==> src/assert_macros.svh <==
// Assertion macros shared by the servo command framer RTL.
`ifndef ASSERT_MACROS_SVH
`define ASSERT_MACROS_SVH

// Check a property on every rising edge of clk, held off while rst_n is low.
`define SACF_ASSERT(lbl, prop) \
  lbl: assert property (@(posedge clk) disable iff (!rst_n) (prop)) \
    else $error("servo framer check failed");

// Same check, also evaluated during reset.
`define SACF_ASSERT_ALWAYS(lbl, prop) \
  lbl: assert property (@(posedge clk) (prop)) \
    else $error("servo framer check failed during or after reset");

`endif

==> src/sacf_pkg.sv <==
// Types, constants and helper functions for the servo command framer.
`timescale 1ns / 1ps
`default_nettype none

package sacf_pkg;

  localparam int unsigned FRAME_LEN = 17;
  localparam int unsigned CNT_W     = $clog2(FRAME_LEN);

  // Byte positions within the frame.
  localparam logic [CNT_W-1:0] POS_HASH  = 5'd0;
  localparam logic [CNT_W-1:0] POS_ID2   = 5'd1;
  localparam logic [CNT_W-1:0] POS_ID1   = 5'd2;
  localparam logic [CNT_W-1:0] POS_ID0   = 5'd3;
  localparam logic [CNT_W-1:0] POS_P     = 5'd4;
  localparam logic [CNT_W-1:0] POS_PW3   = 5'd5;
  localparam logic [CNT_W-1:0] POS_PW2   = 5'd6;
  localparam logic [CNT_W-1:0] POS_PW1   = 5'd7;
  localparam logic [CNT_W-1:0] POS_PW0   = 5'd8;
  localparam logic [CNT_W-1:0] POS_T     = 5'd9;
  localparam logic [CNT_W-1:0] POS_RT3   = 5'd10;
  localparam logic [CNT_W-1:0] POS_RT2   = 5'd11;
  localparam logic [CNT_W-1:0] POS_RT1   = 5'd12;
  localparam logic [CNT_W-1:0] POS_RT0   = 5'd13;
  localparam logic [CNT_W-1:0] POS_BANG  = 5'd14;
  localparam logic [CNT_W-1:0] POS_CR    = 5'd15;
  localparam logic [CNT_W-1:0] POS_LF    = 5'd16;

  // ASCII codes.
  localparam logic [7:0] ASCII_ZERO = 8'h30;
  localparam logic [7:0] CH_HASH    = 8'h23;
  localparam logic [7:0] CH_P       = 8'h50;
  localparam logic [7:0] CH_T       = 8'h54;
  localparam logic [7:0] CH_BANG    = 8'h21;
  localparam logic [7:0] CH_CR      = 8'h0D;
  localparam logic [7:0] CH_LF      = 8'h0A;

  // Field widths and saturation limits.
  localparam int unsigned ID_W  = 10;
  localparam int unsigned VAL_W = 14;
  localparam logic [ID_W-1:0]  ID_MAX  = 10'd999;
  localparam logic [VAL_W-1:0] VAL_MAX = 14'd9999;

  // Divide by ten: q = (v * 52429) >> 19, exact for v below 43699.
  localparam int unsigned       RECIP_W = 16;
  localparam logic [RECIP_W-1:0] RECIP  = 16'd52429;
  localparam int unsigned       PROD_W  = VAL_W + RECIP_W;
  localparam int unsigned       RECIP_SHIFT = 19;
  localparam int unsigned       QUOT_W  = PROD_W - RECIP_SHIFT;

  typedef logic [3:0] bcd_t;

  // Work item travelling down the conversion pipeline.
  typedef struct packed {
    logic [ID_W-1:0]  id_v;
    logic [VAL_W-1:0] pw_v;
    logic [VAL_W-1:0] rt_v;
    bcd_t [2:0]       id_d;
    bcd_t [2:0]       pw_d;
    bcd_t [2:0]       rt_d;
  } sacf_work_t;

  // Finished command, all digits, least significant at index 0.
  typedef struct packed {
    bcd_t [2:0] id_d;
    bcd_t [3:0] pw_d;
    bcd_t [3:0] rt_d;
  } sacf_digits_t;

  function automatic logic [QUOT_W-1:0] div10(input logic [VAL_W-1:0] v);
    logic [PROD_W-1:0] p;
    p = PROD_W'(v) * PROD_W'(RECIP);
    return p[PROD_W-1:RECIP_SHIFT];
  endfunction

  function automatic bcd_t rem10(input logic [VAL_W-1:0] v, input logic [QUOT_W-1:0] q);
    logic [VAL_W-1:0] q10;
    q10 = VAL_W'({q, 3'b000}) + VAL_W'({q, 1'b0});
    return bcd_t'(v - q10);
  endfunction

endpackage

`default_nettype wire

==> src/sacf_front.sv <==
// Front end: saturate the command and split each field into decimal digits.
`timescale 1ns / 1ps
`default_nettype none

module sacf_front
  import sacf_pkg::*;
(
  input  wire logic               clk,
  input  wire logic               rst_n,
  input  wire logic               cmd_valid,
  output logic                    cmd_ready,
  input  wire logic [ID_W-1:0]    cmd_id,
  input  wire logic [VAL_W-1:0]   cmd_pw,
  input  wire logic [VAL_W-1:0]   cmd_rt,
  output logic                    dig_valid,
  input  wire logic               dig_ready,
  output sacf_digits_t            dig_data
);

  localparam int unsigned NSTG = 4;

  logic [NSTG-1:0] stg_v_r;
  logic [NSTG-1:0] stg_v_nxt;
  logic [NSTG-1:0] stg_rdy;
  sacf_work_t      stg_r   [NSTG];
  sacf_work_t      stg_nxt [NSTG];

  // A stage may load when empty or when its content moves on.
  always_comb begin
    stg_rdy[NSTG-1] = !stg_v_r[NSTG-1] || dig_ready;
    for (int i = NSTG - 2; i >= 0; i--) begin
      stg_rdy[i] = !stg_v_r[i] || stg_rdy[i+1];
    end
  end

  assign cmd_ready = stg_rdy[0];

  // Stage 0 saturates; each later stage peels one digit off every lane.
  always_comb begin
    logic [QUOT_W-1:0] q_id;
    logic [QUOT_W-1:0] q_pw;
    logic [QUOT_W-1:0] q_rt;
    stg_nxt[0]      = '0;
    stg_nxt[0].id_v = (cmd_id > ID_MAX) ? ID_MAX : cmd_id;
    stg_nxt[0].pw_v = (cmd_pw > VAL_MAX) ? VAL_MAX : cmd_pw;
    stg_nxt[0].rt_v = (cmd_rt > VAL_MAX) ? VAL_MAX : cmd_rt;
    stg_v_nxt[0]    = cmd_valid;
    for (int k = 0; k < NSTG - 1; k++) begin
      q_id = div10(VAL_W'(stg_r[k].id_v));
      q_pw = div10(stg_r[k].pw_v);
      q_rt = div10(stg_r[k].rt_v);
      stg_nxt[k+1]         = stg_r[k];
      stg_nxt[k+1].id_d[k] = rem10(VAL_W'(stg_r[k].id_v), q_id);
      stg_nxt[k+1].pw_d[k] = rem10(stg_r[k].pw_v, q_pw);
      stg_nxt[k+1].rt_d[k] = rem10(stg_r[k].rt_v, q_rt);
      stg_nxt[k+1].id_v    = ID_W'(q_id);
      stg_nxt[k+1].pw_v    = VAL_W'(q_pw);
      stg_nxt[k+1].rt_v    = VAL_W'(q_rt);
      stg_v_nxt[k+1]       = stg_v_r[k];
    end
  end

  always_ff @(posedge clk) begin
    if (!rst_n) begin
      stg_v_r <= '0;
    end else begin
      for (int i = 0; i < NSTG; i++) begin
        if (stg_rdy[i]) begin
          stg_v_r[i] <= stg_v_nxt[i];
        end
      end
    end
  end

  always_ff @(posedge clk) begin
    for (int i = 0; i < NSTG; i++) begin
      if (stg_rdy[i]) begin
        stg_r[i] <= stg_nxt[i];
      end
    end
  end

  // The quotient left after three divisions is the leading digit of the wide lanes.
  assign dig_valid     = stg_v_r[NSTG-1];
  assign dig_data.id_d = stg_r[NSTG-1].id_d;
  assign dig_data.pw_d = {bcd_t'(stg_r[NSTG-1].pw_v), stg_r[NSTG-1].pw_d};
  assign dig_data.rt_d = {bcd_t'(stg_r[NSTG-1].rt_v), stg_r[NSTG-1].rt_d};

endmodule

`default_nettype wire

==> src/sacf_fifo.sv <==
// Two-entry queue of converted commands between front and back.
`timescale 1ns / 1ps
`default_nettype none

module sacf_fifo
  import sacf_pkg::*;
(
  input  wire logic          clk,
  input  wire logic          rst_n,
  input  wire logic          wr_valid,
  output logic               wr_ready,
  input  wire sacf_digits_t  wr_data,
  output logic               rd_valid,
  input  wire logic          rd_ready,
  output sacf_digits_t       rd_data
);

  sacf_digits_t mem_r [2];
  logic         wr_ptr_r, wr_ptr_nxt;
  logic         rd_ptr_r, rd_ptr_nxt;
  logic [1:0]   cnt_r, cnt_nxt;
  logic         push, pop;

  assign wr_ready = (cnt_r != 2'd2);
  assign rd_valid = (cnt_r != 2'd0);
  assign rd_data  = mem_r[rd_ptr_r];
  assign push     = wr_valid && wr_ready;
  assign pop      = rd_valid && rd_ready;

  always_comb begin
    wr_ptr_nxt = push ? !wr_ptr_r : wr_ptr_r;
    rd_ptr_nxt = pop ? !rd_ptr_r : rd_ptr_r;
    cnt_nxt    = cnt_r + 2'(push) - 2'(pop);
  end

  always_ff @(posedge clk) begin
    if (!rst_n) begin
      wr_ptr_r <= 1'b0;
      rd_ptr_r <= 1'b0;
      cnt_r    <= 2'd0;
    end else begin
      wr_ptr_r <= wr_ptr_nxt;
      rd_ptr_r <= rd_ptr_nxt;
      cnt_r    <= cnt_nxt;
    end
  end

  always_ff @(posedge clk) begin
    if (push) begin
      mem_r[wr_ptr_r] <= wr_data;
    end
  end

endmodule

`default_nettype wire

==> src/sacf_back.sv <==
// Back end: serialise one converted command into its 17-byte ASCII frame.
`timescale 1ns / 1ps
`default_nettype none
`include "assert_macros.svh"

module sacf_back
  import sacf_pkg::*;
(
  input  wire logic          clk,
  input  wire logic          rst_n,
  input  wire logic          dig_valid,
  output logic               dig_ready,
  input  wire sacf_digits_t  dig_data,
  output logic               out_valid,
  input  wire logic          out_ready,
  output logic [7:0]         out_char,
  output logic               out_last
);

  sacf_digits_t     cur_r, cur_nxt;
  logic             busy_r, busy_nxt;
  logic [CNT_W-1:0] cnt_r, cnt_nxt;
  logic             ov_r, ov_nxt;
  logic [7:0]       och_r, och_nxt;
  logic             olast_r, olast_nxt;
  logic             load_out, emit, pop, at_end;
  logic [7:0]       ch;

  assign load_out  = !ov_r || out_ready;
  assign emit      = busy_r && load_out;
  assign at_end    = (cnt_r == POS_LF);
  assign pop       = dig_valid && (!busy_r || (emit && at_end));
  assign dig_ready = !busy_r || (emit && at_end);

  always_comb begin
    unique case (cnt_r)
      POS_HASH: ch = CH_HASH;
      POS_ID2:  ch = ASCII_ZERO + 8'(cur_r.id_d[2]);
      POS_ID1:  ch = ASCII_ZERO + 8'(cur_r.id_d[1]);
      POS_ID0:  ch = ASCII_ZERO + 8'(cur_r.id_d[0]);
      POS_P:    ch = CH_P;
      POS_PW3:  ch = ASCII_ZERO + 8'(cur_r.pw_d[3]);
      POS_PW2:  ch = ASCII_ZERO + 8'(cur_r.pw_d[2]);
      POS_PW1:  ch = ASCII_ZERO + 8'(cur_r.pw_d[1]);
      POS_PW0:  ch = ASCII_ZERO + 8'(cur_r.pw_d[0]);
      POS_T:    ch = CH_T;
      POS_RT3:  ch = ASCII_ZERO + 8'(cur_r.rt_d[3]);
      POS_RT2:  ch = ASCII_ZERO + 8'(cur_r.rt_d[2]);
      POS_RT1:  ch = ASCII_ZERO + 8'(cur_r.rt_d[1]);
      POS_RT0:  ch = ASCII_ZERO + 8'(cur_r.rt_d[0]);
      POS_BANG: ch = CH_BANG;
      POS_CR:   ch = CH_CR;
      POS_LF:   ch = CH_LF;
      default:  ch = 8'h00;
    endcase
  end

  always_comb begin
    cur_nxt   = cur_r;
    busy_nxt  = busy_r;
    cnt_nxt   = cnt_r;
    ov_nxt    = ov_r;
    och_nxt   = och_r;
    olast_nxt = olast_r;
    if (out_ready) begin
      ov_nxt = 1'b0;
    end
    if (emit) begin
      ov_nxt    = 1'b1;
      och_nxt   = ch;
      olast_nxt = at_end;
      cnt_nxt   = at_end ? POS_HASH : cnt_r + 1'b1;
      busy_nxt  = !at_end;
    end
    if (pop) begin
      cur_nxt  = dig_data;
      busy_nxt = 1'b1;
      cnt_nxt  = POS_HASH;
    end
  end

  always_ff @(posedge clk) begin
    if (!rst_n) begin
      busy_r <= 1'b0;
      cnt_r  <= POS_HASH;
      ov_r   <= 1'b0;
    end else begin
      busy_r <= busy_nxt;
      cnt_r  <= cnt_nxt;
      ov_r   <= ov_nxt;
    end
  end

  always_ff @(posedge clk) begin
    cur_r   <= cur_nxt;
    och_r   <= och_nxt;
    olast_r <= olast_nxt;
  end

  assign out_valid = ov_r;
  assign out_char  = och_r;
  assign out_last  = olast_r;

  `SACF_ASSERT(a_last_is_lf, ov_r && olast_r |-> och_r == CH_LF)
  `SACF_ASSERT(a_pop_at_frame_end, pop |-> !busy_r || (emit && cnt_r == POS_LF))
  `SACF_ASSERT(a_cnt_in_frame, cnt_r <= POS_LF)

endmodule

`default_nettype wire

==> src/servo_ascii_command_framer_unit.sv <==
// Top level of the servo ASCII command framer.
`timescale 1ns / 1ps
`default_nettype none

// Takes one servo command per input beat (servo number, pulse width, run
// time) and emits its frame "#nnnPppppTtttt!\r\n" as 17 output beats of one
// ASCII byte each, tlast high on the line feed. Fields are always zero-padded;
// a servo number above 999 prints as 999, a pulse width or run time above
// 9999 prints as 9999. The byte serialiser drives the output register one
// byte a cycle unless the receiver holds out_tready low. On its way to the
// first output byte a command passes four conversion stages (saturation, then
// one decimal digit a stage per field by reciprocal multiplication), the
// two-entry command queue, the register holding the frame being sent and the
// output register. The front keeps taking commands while the back is still
// sending, until the queue and the conversion stages are full.
module servo_ascii_command_framer_unit
  import sacf_pkg::*;
(
  input  wire logic        clk,
  input  wire logic        rst_n,
  input  wire logic        in_tvalid,
  output logic             in_tready,
  // in_tdata: [9:0] servo_id, [23:10] pulse_width, [37:24] run_time, [39:38] zero
  input  wire logic [39:0] in_tdata,
  output logic             out_tvalid,
  input  wire logic        out_tready,
  // out_tdata: [7:0] char_code
  output logic [7:0]       out_tdata,
  output logic             out_tlast
);

  logic         fr_valid, fr_ready;
  sacf_digits_t fr_data;
  logic         q_valid, q_ready;
  sacf_digits_t q_data;

  // Convert: saturate and split into BCD digits.
  sacf_front u_front (
    .clk       (clk),
    .rst_n     (rst_n),
    .cmd_valid (in_tvalid),
    .cmd_ready (in_tready),
    .cmd_id    (in_tdata[9:0]),
    .cmd_pw    (in_tdata[23:10]),
    .cmd_rt    (in_tdata[37:24]),
    .dig_valid (fr_valid),
    .dig_ready (fr_ready),
    .dig_data  (fr_data)
  );

  // Decouple conversion from transmission.
  sacf_fifo u_fifo (
    .clk      (clk),
    .rst_n    (rst_n),
    .wr_valid (fr_valid),
    .wr_ready (fr_ready),
    .wr_data  (fr_data),
    .rd_valid (q_valid),
    .rd_ready (q_ready),
    .rd_data  (q_data)
  );

  // Serialise one frame, one byte a beat.
  sacf_back u_back (
    .clk       (clk),
    .rst_n     (rst_n),
    .dig_valid (q_valid),
    .dig_ready (q_ready),
    .dig_data  (q_data),
    .out_valid (out_tvalid),
    .out_ready (out_tready),
    .out_char  (out_tdata),
    .out_last  (out_tlast)
  );

endmodule

`default_nettype wire

==> config.mk <==
export PLATFORM = sky130hd
export DESIGN_NAME = servo_ascii_command_framer_unit
export DESIGN_NICKNAME = d
export VERILOG_FILES = /design/src/sacf_pkg.sv /design/src/sacf_front.sv /design/src/sacf_fifo.sv /design/src/sacf_back.sv /design/src/servo_ascii_command_framer_unit.sv
export VERILOG_INCLUDE_DIRS = /design/src /design/src/src
export SDC_FILE = /design/constraint.sdc
export NUM_CORES = 1
export LEC_CHECK = 0
export ABC_AREA = 1
export BUFFER_PORTS_ARGS = -buffer_cell sky130_fd_sc_hd__buf_2
export CORE_MARGIN = 4
export CORE_UTILIZATION = 60
export DETAILED_ROUTE_END_ITERATION = 10
export GPL_ROUTABILITY_DRIVEN = 1
export GPL_TIMING_DRIVEN = 0
export PLACE_DENSITY_LB_ADDON = 0.05
export SYNTH_ARGS = -nofsm -noshare
export SYNTH_HDL_FRONTEND = slang
export SYNTH_HIERARCHICAL = 1
export SYNTH_SLANG_ARGS = --single-unit
export TNS_END_PERCENT = 20
==> constraint.sdc <==
create_clock -name clk -period 6.38 [get_ports clk]
set_clock_uncertainty 0.05 [all_clocks]
set_input_delay 0.319 -clock clk [delete_from_list [all_inputs] [get_ports clk]]
set_output_delay 0.319 -clock clk [all_outputs]
set_load 0.02 [all_outputs]
==> impl_metrics.tcl, run 1 <==
set metrics [dict create \
    grt_usage_pct 22.9 \
    result_of_the_run "finished, final reports clean" \
    rsz0062_at_grt "no" \
    detailedPlacementHpwl_um 59400 \
    design.core.area_um2 57900 \
    report.final.hold_viol_count 0 \
    synth_sequential_area_ratio_pct 27.6 \
    seq_area_um2 9720 \
    finalMaxSlewViolations 0 \
    max_freq_mhz 171 \
    die_y_um 250 \
    nFillCells 4770 \
    setup_tns_ns 0 \
    drt_first_iter_violations 977 \
    number_of_antenna_violations_at_the_first_check_in_global_routing 0 \
    grt_pass1_vias 25273 \
    layout_min_cycle_time_ns 5.83 \
    clock_sinks 329 \
    synth_cell_types 56 \
    synth-edff-count 313 \
    tritoncts "yes" \
    slew-limit-headroom_pct 41.3 \
    tightest_slew_ns 0.879 \
    grt_first_pass_wirelength_um 120000 \
    portion_of_synthesized_cell_area_occupied_by_the_leading_cell_type_pct 26.7 \
    ys_async_sr_fraction_pct 0 \
    hold_path_class "input pin to flop" \
    postCtsResizedCells 0 \
    setup-violations-final 0 \
    final_min_period_over_clock_period_pct 91.4 \
    routabilityCongestion 0.912 \
    floorplan.rows 88 \
    worst-setup-path-type "flop to flop" \
    cts_inserted_buffers 39 \
    synth_top_cells_by_area "sky130_fd_sc_hd__edfxtp_1, sky130_fd_sc_hd__ha_1, sky130_fd_sc_hd__fa_1, sky130_fd_sc_hd__inv_1, sky130_fd_sc_hd__nand2_1" \
    dieArea_um2 62700 \
    global_route.overflow_total 0 \
    yosysTopAreaCell "sky130_fd_sc_hd__edfxtp_1" \
    cts.repair_timing.setup_buffer_count 0 \
    synthTopCellsByCount "sky130_fd_sc_hd__inv_1, sky130_fd_sc_hd__ha_1, sky130_fd_sc_hd__nand2_1, sky130_fd_sc_hd__edfxtp_1, sky130_fd_sc_hd__fa_1" \
    synthesis.nets 4653 \
    wire_per_inst_um 15.3 \
    cp.required_ns 6.63 \
    detail_route.first_pass.iterations 5 \
    area.growth.synth_to_final_pct 8.28 \
    floorplan.die.width_um 250 \
    critPathArrivalTime_ns 6.08 \
    post_route_wl_um 69600 \
    avgSynthCellArea_um2 9.71 \
    maximum_number_of_pins_on_one_net_before_global_route_repair 45 \
    post_route_cells_drive_above_1_share_pct 7.04 \
    htree_levels 2 \
    synth.ff_latch_count 329 \
    via_count 23687 \
    syn_inst 3627 \
    crit_path_end_kind "flop" \
    synth_top_flop_cell "sky130_fd_sc_hd__edfxtp_1" \
    worst_setup_hold_path_clk_slew_ns 0.06 \
    setup.reg_to_reg.worst_slack_ns 0.55 \
    design.final.nets 4776 \
    cts-root-buf "sky130_fd_sc_hd__clkbuf_16" \
    synth_most_common_cell "sky130_fd_sc_hd__inv_1" \
    clk-insertion-delay-late_ns 0.55 \
    synth-warning-count 6 \
    io_pins 55 \
    maxCapViolCount 0 \
    diodes 0 \
    ant_nets 0 \
    hold_buffers 26 \
    syn_area_um2 35200 \
    timing.critical_path.fanout_max 5 \
    floorplan.initialDensity_pct 60.8 \
    routed_via_density 5.21 \
    timing.critical_path.from_type "flop" \
    cts_max_path_buffers 3 \
    numPortBuffers 51 \
    multi_input_comb_area_um2 22200 \
    route.detailed.drc 0 \
]
-- stage by stage --
step	cells	area, µm²	util [%]	hold slack [ns]	setup slack (ns)
floorplan	3627	35200	-	0.350	0.973
global placement	4443	36400	62.9	0.352	0.532
detailed placement	4448	36600	63.1	0.355	0.525
CTS	4544	38100	65.9	0.00208	0.504
global route	4544	38100	65.9	0.0238	0.163
finish	4544	38100	65.9	0.0371	0.549
-- per-layer routing --
layer / wire [µm] / share of wire (%) / vias to the layer above / track usage [%]
li1: - / - / 12064 / -
met1: 32500 / 47 / 11213 / 31.5
met2: 33700 / 48 / 310 / 39.7
met3: 2110 / 3.0 / 100 / 2.67
met4: 1270 / 1.8 / 0 / 4.72
met5: 0 / 0 / - / 0
-- registers in the layout, indices dropped and copies added (netlist names), 2 cells and up, named ones only --
name and flops:
u_back/cnt_r 5, u_back/cur_r 44, u_back/out_char 7, u_fifo/cnt_r 2
u_fifo/mem_r 88, u_front/stg_r 173, u_front/stg_v_r 4
-- logic make-up after synthesis --
| family | after synthesis | share of synthesized area [%] |
|---|---|---|
| simple gates | 1001 | 12.6 |
| fa+ha+maj | 982 | 41.2 |
| buf+inv | 857 | 9.35 |
| flops | 329 | 27.6 |
| compound gates | 324 | 5.18 |
| xor+xnor | 89 | 2.25 |
| mux | 44 | 1.83 |
| other cells | 1 | 0.0106 |
-- layout by cell type (no fill, tap or decap), drive strengths merged, types with 2 or more instances in the layout --
master and instances:
a211oi 4, a21boi 2, a21o 19, a21oi 160, a221oi 2, a31oi 10
and2 9, buf 62, bufinv 6, clkbuf 52, clkinv 15, clkinvlp 3
dfxtp 16, dlygate4sd3 26, edfxtp 313, fa 295, ha 687, inv 845
mux2 44, nand2 507, nand3 133, nand3b 15, nand4 37, nor2 214
nor3 43, nor3b 2, nor4 14, o211ai 8, o21a 3, o21ai 88
o21bai 14, o22ai 7, o31ai 5, or2 25, xnor2 45, xor2 43
-- final timing paths --
path / from / end / cells past startpoint
max: u_front/stg_r[0][44] / u_front/stg_r[1][3] / 23
min: in_tdata[16] / u_front/stg_r[0][56] / 3
max reg2reg: u_front/stg_r[0][44] / u_front/stg_r[1][3] / 23
min reg2reg: u_front/stg_r[2][31] / u_front/stg_r[3][31] / 0
-- worst max-delay path, stage by stage, from the launching register on --
cell and delay, ns:
sky130_fd_sc_hd__edfxtp_1 0.49, sky130_fd_sc_hd__ha_1 0.38, sky130_fd_sc_hd__inv_1 0.07, sky130_fd_sc_hd__fa_1 0.63, sky130_fd_sc_hd__fa_1 0.45, sky130_fd_sc_hd__fa_1 0.50, sky130_fd_sc_hd__inv_1 0.05, sky130_fd_sc_hd__fa_1 0.49
sky130_fd_sc_hd__inv_1 0.05, sky130_fd_sc_hd__fa_1 0.47, sky130_fd_sc_hd__inv_1 0.04, sky130_fd_sc_hd__ha_1 0.31, sky130_fd_sc_hd__a21oi_1 0.21, sky130_fd_sc_hd__o21ai_0 0.12, sky130_fd_sc_hd__a21oi_1 0.21, sky130_fd_sc_hd__nand3_1 0.15
sky130_fd_sc_hd__xor2_1 0.25, sky130_fd_sc_hd__ha_1 0.21, sky130_fd_sc_hd__xnor2_1 0.15, sky130_fd_sc_hd__inv_1 0.08, sky130_fd_sc_hd__nand2_2 0.07, sky130_fd_sc_hd__nand2_1 0.04, sky130_fd_sc_hd__nand2_1 0.06, sky130_fd_sc_hd__nand2_1 0.05
-- area by class of cell --
type                            count  area share [%]
Tap cell                          765            2.51
Timing Repair Buffer               82            1.61
Clock buffer                       43            2.60
Inverter                          842            8.29
Multi-Input combinational cell   2441            58.3
Clock inverter                     27           0.876
Buffer                             15           0.348
Sequential cell                   329            25.5
Power of run 1 is not shown: default switching activity piles up to over one toggle a cycle in this logic, so the estimate is an artifact.
==> run 2: changes to the inputs <==
--- a/config.mk
+++ b/config.mk
@@ -6,10 +6,9 @@
 export SDC_FILE = /design/constraint.sdc
 export NUM_CORES = 1
 export LEC_CHECK = 0
-export ABC_AREA = 1
 export BUFFER_PORTS_ARGS = -buffer_cell sky130_fd_sc_hd__buf_2
 export CORE_MARGIN = 4
-export CORE_UTILIZATION = 60
+export CORE_UTILIZATION = 59
 export DETAILED_ROUTE_END_ITERATION = 10
 export GPL_ROUTABILITY_DRIVEN = 1
 export GPL_TIMING_DRIVEN = 0
==> constraint.sdc (replaced) <==
create_clock -name clk -period 5.2 [get_ports clk]
set_clock_uncertainty 0.05 [all_clocks]
set_input_delay 0.26 -clock clk [delete_from_list [all_inputs] [get_ports clk]]
set_output_delay 0.26 -clock clk [all_outputs]
set_load 0.02 [all_outputs]
==> run 2 against run 1 <==
Maximum frequency rose by 4.3%. Count of clock-buffer cells in the layout rose by 4. The run now ends with setup timing left. Worst hold slack improved by 0.077 ns. Wire length fell by 15%. Core utilization rose by 3.8 points. Register-to-register slack got worse by 0.94 ns. Flip-flop and latch count did not move. Sequential share of layout area rose by 0.91 points. Worst setup slack got worse by 0.94 ns. Critical endpoint is now u_front/stg_r[1][60]. Largest cell class unchanged. Via count fell by 18%. Cell area fell by 3.4%. Synthesized cell count fell by 26%.
==> impl_metrics.tcl, run 2 <==
set metrics [dict create \
    wire_per_inst_um 16.1 \
    synth_top_cells_by_area "sky130_fd_sc_hd__edfxtp_1, sky130_fd_sc_hd__ha_1, sky130_fd_sc_hd__fa_1, sky130_fd_sc_hd__inv_1, sky130_fd_sc_hd__xnor2_1" \
    largest_reg_flops 173 \
    violated_checks "setup timing" \
    synth-warning-count 6 \
    htree_levels 2 \
    worst_r2r_path_depth 18 \
    dieArea_um2 57400 \
    synth_cell_types 80 \
    die_y_um 240 \
    syn_inst 2696 \
    worst-setup-path-type "flop to flop" \
    slew-limit-headroom_pct 40.0 \
    grt_first_pass_wirelength_um 101000 \
    detail_route.first_pass.iterations 5 \
    endpoint "u_front/stg_r[1][60]" \
    mostFrequentLayoutCell "sky130_fd_sc_hd__ha_1" \
    grt_pass1_vias 21161 \
    tritoncts "yes" \
    layout_min_cycle_time_ns 5.59 \
    maxCapViolCount 0 \
    drt_first_iter_violations 709 \
    crit_path_end_kind "flop" \
    hold_path_class "input pin to flop" \
    crit_path_cell_trace "buf_6 -> ha_4 -> inv_2 -> fa_1 -> fa_1 -> fa_1 -> inv_1 -> fa_1 -> fa_1 -> ha_4 -> o21a_1 -> o21ai_1 -> a21o_1 -> or4_4 -> a311oi_4 -> o21a_2 -> nor2_2 -> xnor2_1" \
    max_freq_mhz 179 \
    setup.reg_to_reg.worst_slack_ns -0.39 \
    layout_setup_ws_ns -0.392 \
    synth_sequential_area_ratio_pct 30.7 \
    number_of_antenna_violations_at_the_first_check_in_global_routing 1 \
    report.final.hold_viol_count 0 \
    synth_most_common_cell "sky130_fd_sc_hd__ha_1" \
    reg.largest.list "u_front/stg_r: 173 flops, u_fifo/mem_r: 88 flops, u_back/cur_r: 44 flops" \
    worst_hold_slack_ns 0.114 \
    worst_setup_hold_path_clk_slew_ns 0.06 \
    clock_sinks 329 \
    critPathMaxStageDelay_ns 0.51 \
    routabilityCongestion 0.897 \
    cts_max_path_buffers 3 \
    floorplan.initialDensity_pct 59.9 \
    most-common-layout-cells "sky130_fd_sc_hd__ha_1, sky130_fd_sc_hd__inv_1, sky130_fd_sc_hd__edfxtp_1" \
    design.core.area_um2 52900 \
    tightest_slew_ns 0.900 \
    synthTopCellsByCount "sky130_fd_sc_hd__ha_1, sky130_fd_sc_hd__inv_1, sky130_fd_sc_hd__edfxtp_1, sky130_fd_sc_hd__fa_1, sky130_fd_sc_hd__xnor2_1" \
    via_count 19418 \
    routed_via_density 5.28 \
    ant_nets 0 \
    post_route_wl_um 59100 \
    diodes 0 \
    synth_top_flop_cell "sky130_fd_sc_hd__edfxtp_1" \
    final_min_period_over_clock_period_pct 108 \
    cpMostUsedCell "sky130_fd_sc_hd__fa_1" \
    critical_path.startpoint "u_front/stg_r[0][62]" \
    portion_of_synthesized_cell_area_occupied_by_the_leading_cell_type_pct 29.7 \
    setup-violations-final 30 \
    route.detailed.drc 0 \
    numPortBuffers 51 \
    syn_area_um2 31700 \
    area.growth.synth_to_final_pct 16.3 \
    synthesis.nets 3722 \
    nFillCells 3762 \
    synth-edff-count 313 \
    reg_to_reg_critical_path_endpoint "u_front/stg_r[1][60]" \
    min_delay_path_depth 3 \
    clk-insertion-delay-late_ns 0.56 \
    cts-root-buf "sky130_fd_sc_hd__clkbuf_16" \
    post_route_cells_drive_above_1_share_pct 16.3 \
    yosysTopAreaCell "sky130_fd_sc_hd__edfxtp_1" \
    floorplan.die.width_um 240 \
    cts_inserted_buffers 39 \
    timing.critical_path.fanout_max 3 \
    rsz0062_at_grt "yes" \
    synth.ff_latch_count 329 \
    finalMaxSlewViolations 0 \
    cp.required_ns 5.52 \
    ys_async_sr_fraction_pct 0 \
    global_route.overflow_total 0 \
    maximum_number_of_pins_on_one_net_before_global_route_repair 44 \
    avgSynthCellArea_um2 11.7 \
    largest_register "u_front/stg_r" \
    critPathArrivalTime_ns 5.91 \
    floorplan.rows 84 \
    design.final.nets 3988 \
    detailedPlacementHpwl_um 46500 \
    cell_with_the_largest_stage_delay_on_the_worst_path "sky130_fd_sc_hd__fa_1" \
    result_of_the_run "finished, violations left" \
    grt_usage_pct 21.4 \
    io_pins 55 \
    timing.critical_path.from_type "flop" \
    rr_startpoint "u_front/stg_r[0][62]" \
]
-- run 2: critical path: cells and delay by family, from the launching register on --
family          cells  cell delay (ns)
compound gates      5             0.92
xor+xnor            1             0.24
fa+ha+maj           7             2.99
buf+inv             3             0.23
flops               1             0.43
simple gates        2             0.51
-- run 2: worst min path at each step --
stage,start,endpoint,slack (ns)
after global routing,out_tready,u_back/out_valid,0.16
after global placement,u_front/stg_r[2][19],u_front/stg_r[3][19],0.36
after floorplan,rst_n,u_front/stg_v_r[1],0.33
after detailed placement,u_front/stg_r[2][18],u_front/stg_r[3][18],0.35
after CTS,out_tready,u_back/out_valid,0.09
final,out_tready,u_back/out_valid,0.11
-- run 2: timing repair --
action / CTS / global route
resized for setup: 133 / 85
buffers inserted: 101 / 24
setup endpoints to repair: 55 / 54
hold buffers: 43 / 0
pin swaps: 133 / 69
hold endpoints to repair: 45 / 0
-- run 2: layout make-up --
type	instances	area [µm²]	share of cell area, %
Buffer	26	140	0.381
Tap cell	688	861	2.34
Clock buffer	47	1020	2.76
Multi-Input combinational cell	1702	20600	56.1
Inverter	639	2400	6.51
Clock inverter	24	258	0.700
Sequential cell	329	9720	26.4
Timing Repair Buffer	225	1790	4.87
-- run 2: per-stage QoR --
stage | utilization [%] | cell area [µm²] | worst slack (ns) | instances | TNS, ns
finish | 69.7 | 36800 | -0.392 | 3680 | -4.85
global route | 69.7 | 36800 | -0.583 | 3680 | -11.73
CTS | 68.5 | 36200 | -0.334 | 3656 | -4.30
detailed placement | 62.5 | 33000 | -0.874 | 3441 | -16.48
global placement | 62.2 | 32900 | -0.707 | 3435 | -12.33
floorplan | - | 31800 | -0.161 | 2696 | -0.650
-- run 2: logic make-up after synthesis --
family	after synthesis	synth area share, %
buf+inv	665	8.02
other cells	1	0.0118
simple gates	303	4.95
mux	48	1.69
compound gates	257	5.65
flops	329	30.7
fa+ha+maj	982	45.8
xor+xnor	111	3.16
-- run 2: layer usage --
layer | global-route usage (%) | wire, µm | up-vias | share of wire, %
met5 | 0 | 0 | - | 0
met4 | 5.10 | 1240 | 0 | 2.1
met3 | 2.30 | 1480 | 89 | 2.5
met2 | 37.7 | 30000 | 248 | 51
met1 | 28.5 | 26400 | 9513 | 45
li1 | - | - | 9568 | -
Power of run 2 is left out for the same reason.
==> run 3: changes to the inputs <==
--- a/config.mk
+++ b/config.mk
@@ -6,6 +6,7 @@
 export SDC_FILE = /design/constraint.sdc
 export NUM_CORES = 1
 export LEC_CHECK = 0
+export ABC_AREA = 1
 export BUFFER_PORTS_ARGS = -buffer_cell sky130_fd_sc_hd__buf_2
 export CORE_MARGIN = 4
 export CORE_UTILIZATION = 59
==> run 3 against run 2 <==
The run still ends with setup timing left. Count of clock-buffer cells in the layout is 2 lower. Worst setup slack better by 0.20 ns. Via count is 25% higher. Maximum frequency is 3.6% higher. Critical path type unchanged. Largest cell class unchanged.
==> impl_metrics.tcl, run 3 (synthesis gave the netlist of run 1 again) <==
set metrics [dict create \
    result_of_the_run "finished, violations left" \
    violated_checks "setup timing" \
    numPortBuffers 51 \
    hold_path_class "input pin to flop" \
    reg.largest.list "u_front/stg_r: 173 flops, u_fifo/mem_r: 88 flops, u_back/cur_r: 44 flops" \
    timing.critical_path.fanout_max 4 \
    nFillCells 4557 \
    cp_top_family "adder cells" \
    drt_first_iter_violations 893 \
    grt_pass1_vias 25621 \
    layout_min_cycle_time_ns 5.40 \
    crit_path_cell_trace "inv_2 -> ha_4 -> fa_2 -> fa_1 -> fa_1 -> inv_1 -> fa_1 -> inv_1 -> fa_1 -> inv_1 -> ha_4 -> nand2_4 -> nor3_4 -> nand3b_1 -> nand3_2 -> xor2_2 -> ha_4 -> xnor2_2 -> inv_1 -> nand2_2 -> nand2_1 -> nand2_1 -> nand2_1" \
    tritoncts "yes" \
    cts_inserted_buffers 38 \
    detailedPlacementHpwl_um 59300 \
    max_freq_mhz 185 \
    crit_path_end_kind "flop" \
    slew-limit-headroom_pct 39.1 \
    grt_usage_pct 22.9 \
    cts_max_path_buffers 3 \
    largest_reg_flops 173 \
    final_min_period_over_clock_period_pct 104 \
    worst-path-buf-inv 5 \
    routabilityCongestion 0.901 \
    htree_levels 2 \
    worst-setup-path-type "flop to flop" \
    worst_setup_hold_path_clk_slew_ns 0.05 \
    via_count 24311 \
    fin_util_pct 68.3 \
    design.final.nets 4876 \
    cp.required_ns 5.44 \
    routed_via_density 5.23 \
    most-common-layout-cells "sky130_fd_sc_hd__inv_1, sky130_fd_sc_hd__ha_1, sky130_fd_sc_hd__nand2_1" \
    cts-root-buf "sky130_fd_sc_hd__clkbuf_16" \
    maximum_number_of_pins_on_one_net_before_global_route_repair 45 \
    timing.critical_path.from_type "flop" \
    cell_with_the_largest_stage_delay_on_the_worst_path "sky130_fd_sc_hd__fa_2" \
    dieArea_um2 63700 \
    grt_first_pass_wirelength_um 121000 \
    floorplan.die.width_um 252 \
    finalMaxSlewViolations 0 \
    rsz0062_at_grt "yes" \
    ant_nets 0 \
    mostFrequentLayoutCell "sky130_fd_sc_hd__inv_1" \
    design.core.area_um2 59000 \
    post_route_cells_drive_above_1_share_pct 14.0 \
    report.final.hold_viol_count 0 \
    layout_setup_ws_ns -0.197 \
    detail_route.first_pass.iterations 5 \
    post_route_wl_um 72200 \
    die_y_um 252 \
    area.growth.synth_to_final_pct 14.4 \
    clk-insertion-delay-late_ns 0.55 \
    floorplan.rows 89 \
    number_of_antenna_violations_at_the_first_check_in_global_routing 0 \
    largest_register "u_front/stg_r" \
    global_route.overflow_total 0 \
    diodes 0 \
    io_pins 55 \
    wire_per_inst_um 15.5 \
    tightest_slew_ns 0.912 \
    setup-violations-final 4 \
    clock_sinks 329 \
    route.detailed.drc 0 \
    critPathArrivalTime_ns 5.63 \
    floorplan.initialDensity_pct 59.7 \
    critPathMaxStageDelay_ns 0.58 \
    maxCapViolCount 0 \
]
-- run 3: changes by cell type in the layout (fill, tap and decap cells not counted), sizes merged, moves of 48 or more --
cell,previous run,this run
a21oi,65,160
buf,197,149
inv,645,847
nand2,57,507
nand3,16,133
nor2,78,214
o21ai,39,88
-- run 3: layer usage --
metal,global-route usage [%],wire (µm),vias to the layer above
met1,31.1,33000,11540
met2,40.0,35500,396
li1,-,-,12253
met5,0,0,-
met3,2.38,2190,122
met4,5.31,1610,0
-- run 3: layout make-up --
cell class | count | area [µm²] | area share, %
timing repair buffer | 183 | 1440 | 3.56
multi-input combinational | 2441 | 23600 | 58.6
clock inverter | 21 | 267 | 0.661
clock buffer | 45 | 1010 | 2.50
buffer | 15 | 133 | 0.329
sequential | 329 | 9720 | 24.1
tap | 773 | 967 | 2.40
inverter | 842 | 3160 | 7.84
-- run 3: per-stage QoR --
step	instance area (µm²)	hold slack (ns)	setup WS, ns	instances	setup TNS (ns)
global placement	36500	0.353	-0.598	4451	-27.55
floorplan	35300	0.303	-0.000198	3627	-0.000198
CTS	39000	0.0229	-0.286	4602	-1.46
global route	40300	0.0636	-0.395	4649	-3.03
detailed placement	36600	0.355	-0.582	4456	-5.13
finish	40300	0.0866	-0.197	4649	-0.425
-- run 3: worst paths after layout --
check | cells after the start | end | from | slack (ns)
worst max-delay path | 23 | u_front/stg_r[1][3] | u_front/stg_r[0][48] | -0.20
worst min-delay path | 3 | u_front/stg_r[0][47] | in_tdata[35] | 0.09
worst max register to register | 23 | u_front/stg_r[1][3] | u_front/stg_r[0][48] | -0.20
worst min register to register | 0 | u_front/stg_r[2][1] | u_front/stg_r[1][1] | 0.36
-- run 3: what timing repair did --
item,CTS,global route
hold buffers,40,0
resized for setup,57,170
setup buffers,40,47
endpoints found under the hold margin,44,0
setup endpoints to repair,17,37
pin swaps,30,109
-- run 3: worst reg2reg max path, delay by kind of cell (launching register included) --
kind	cells	cell delay, ns
xor gates and xnor gates	2	0.33
adders and majority gates	8	3.15
buffers and inverters	5	0.35
DFF	1	0.49
and+or+nand+nor	8	0.78
Power of run 3 is left out for the same reason.
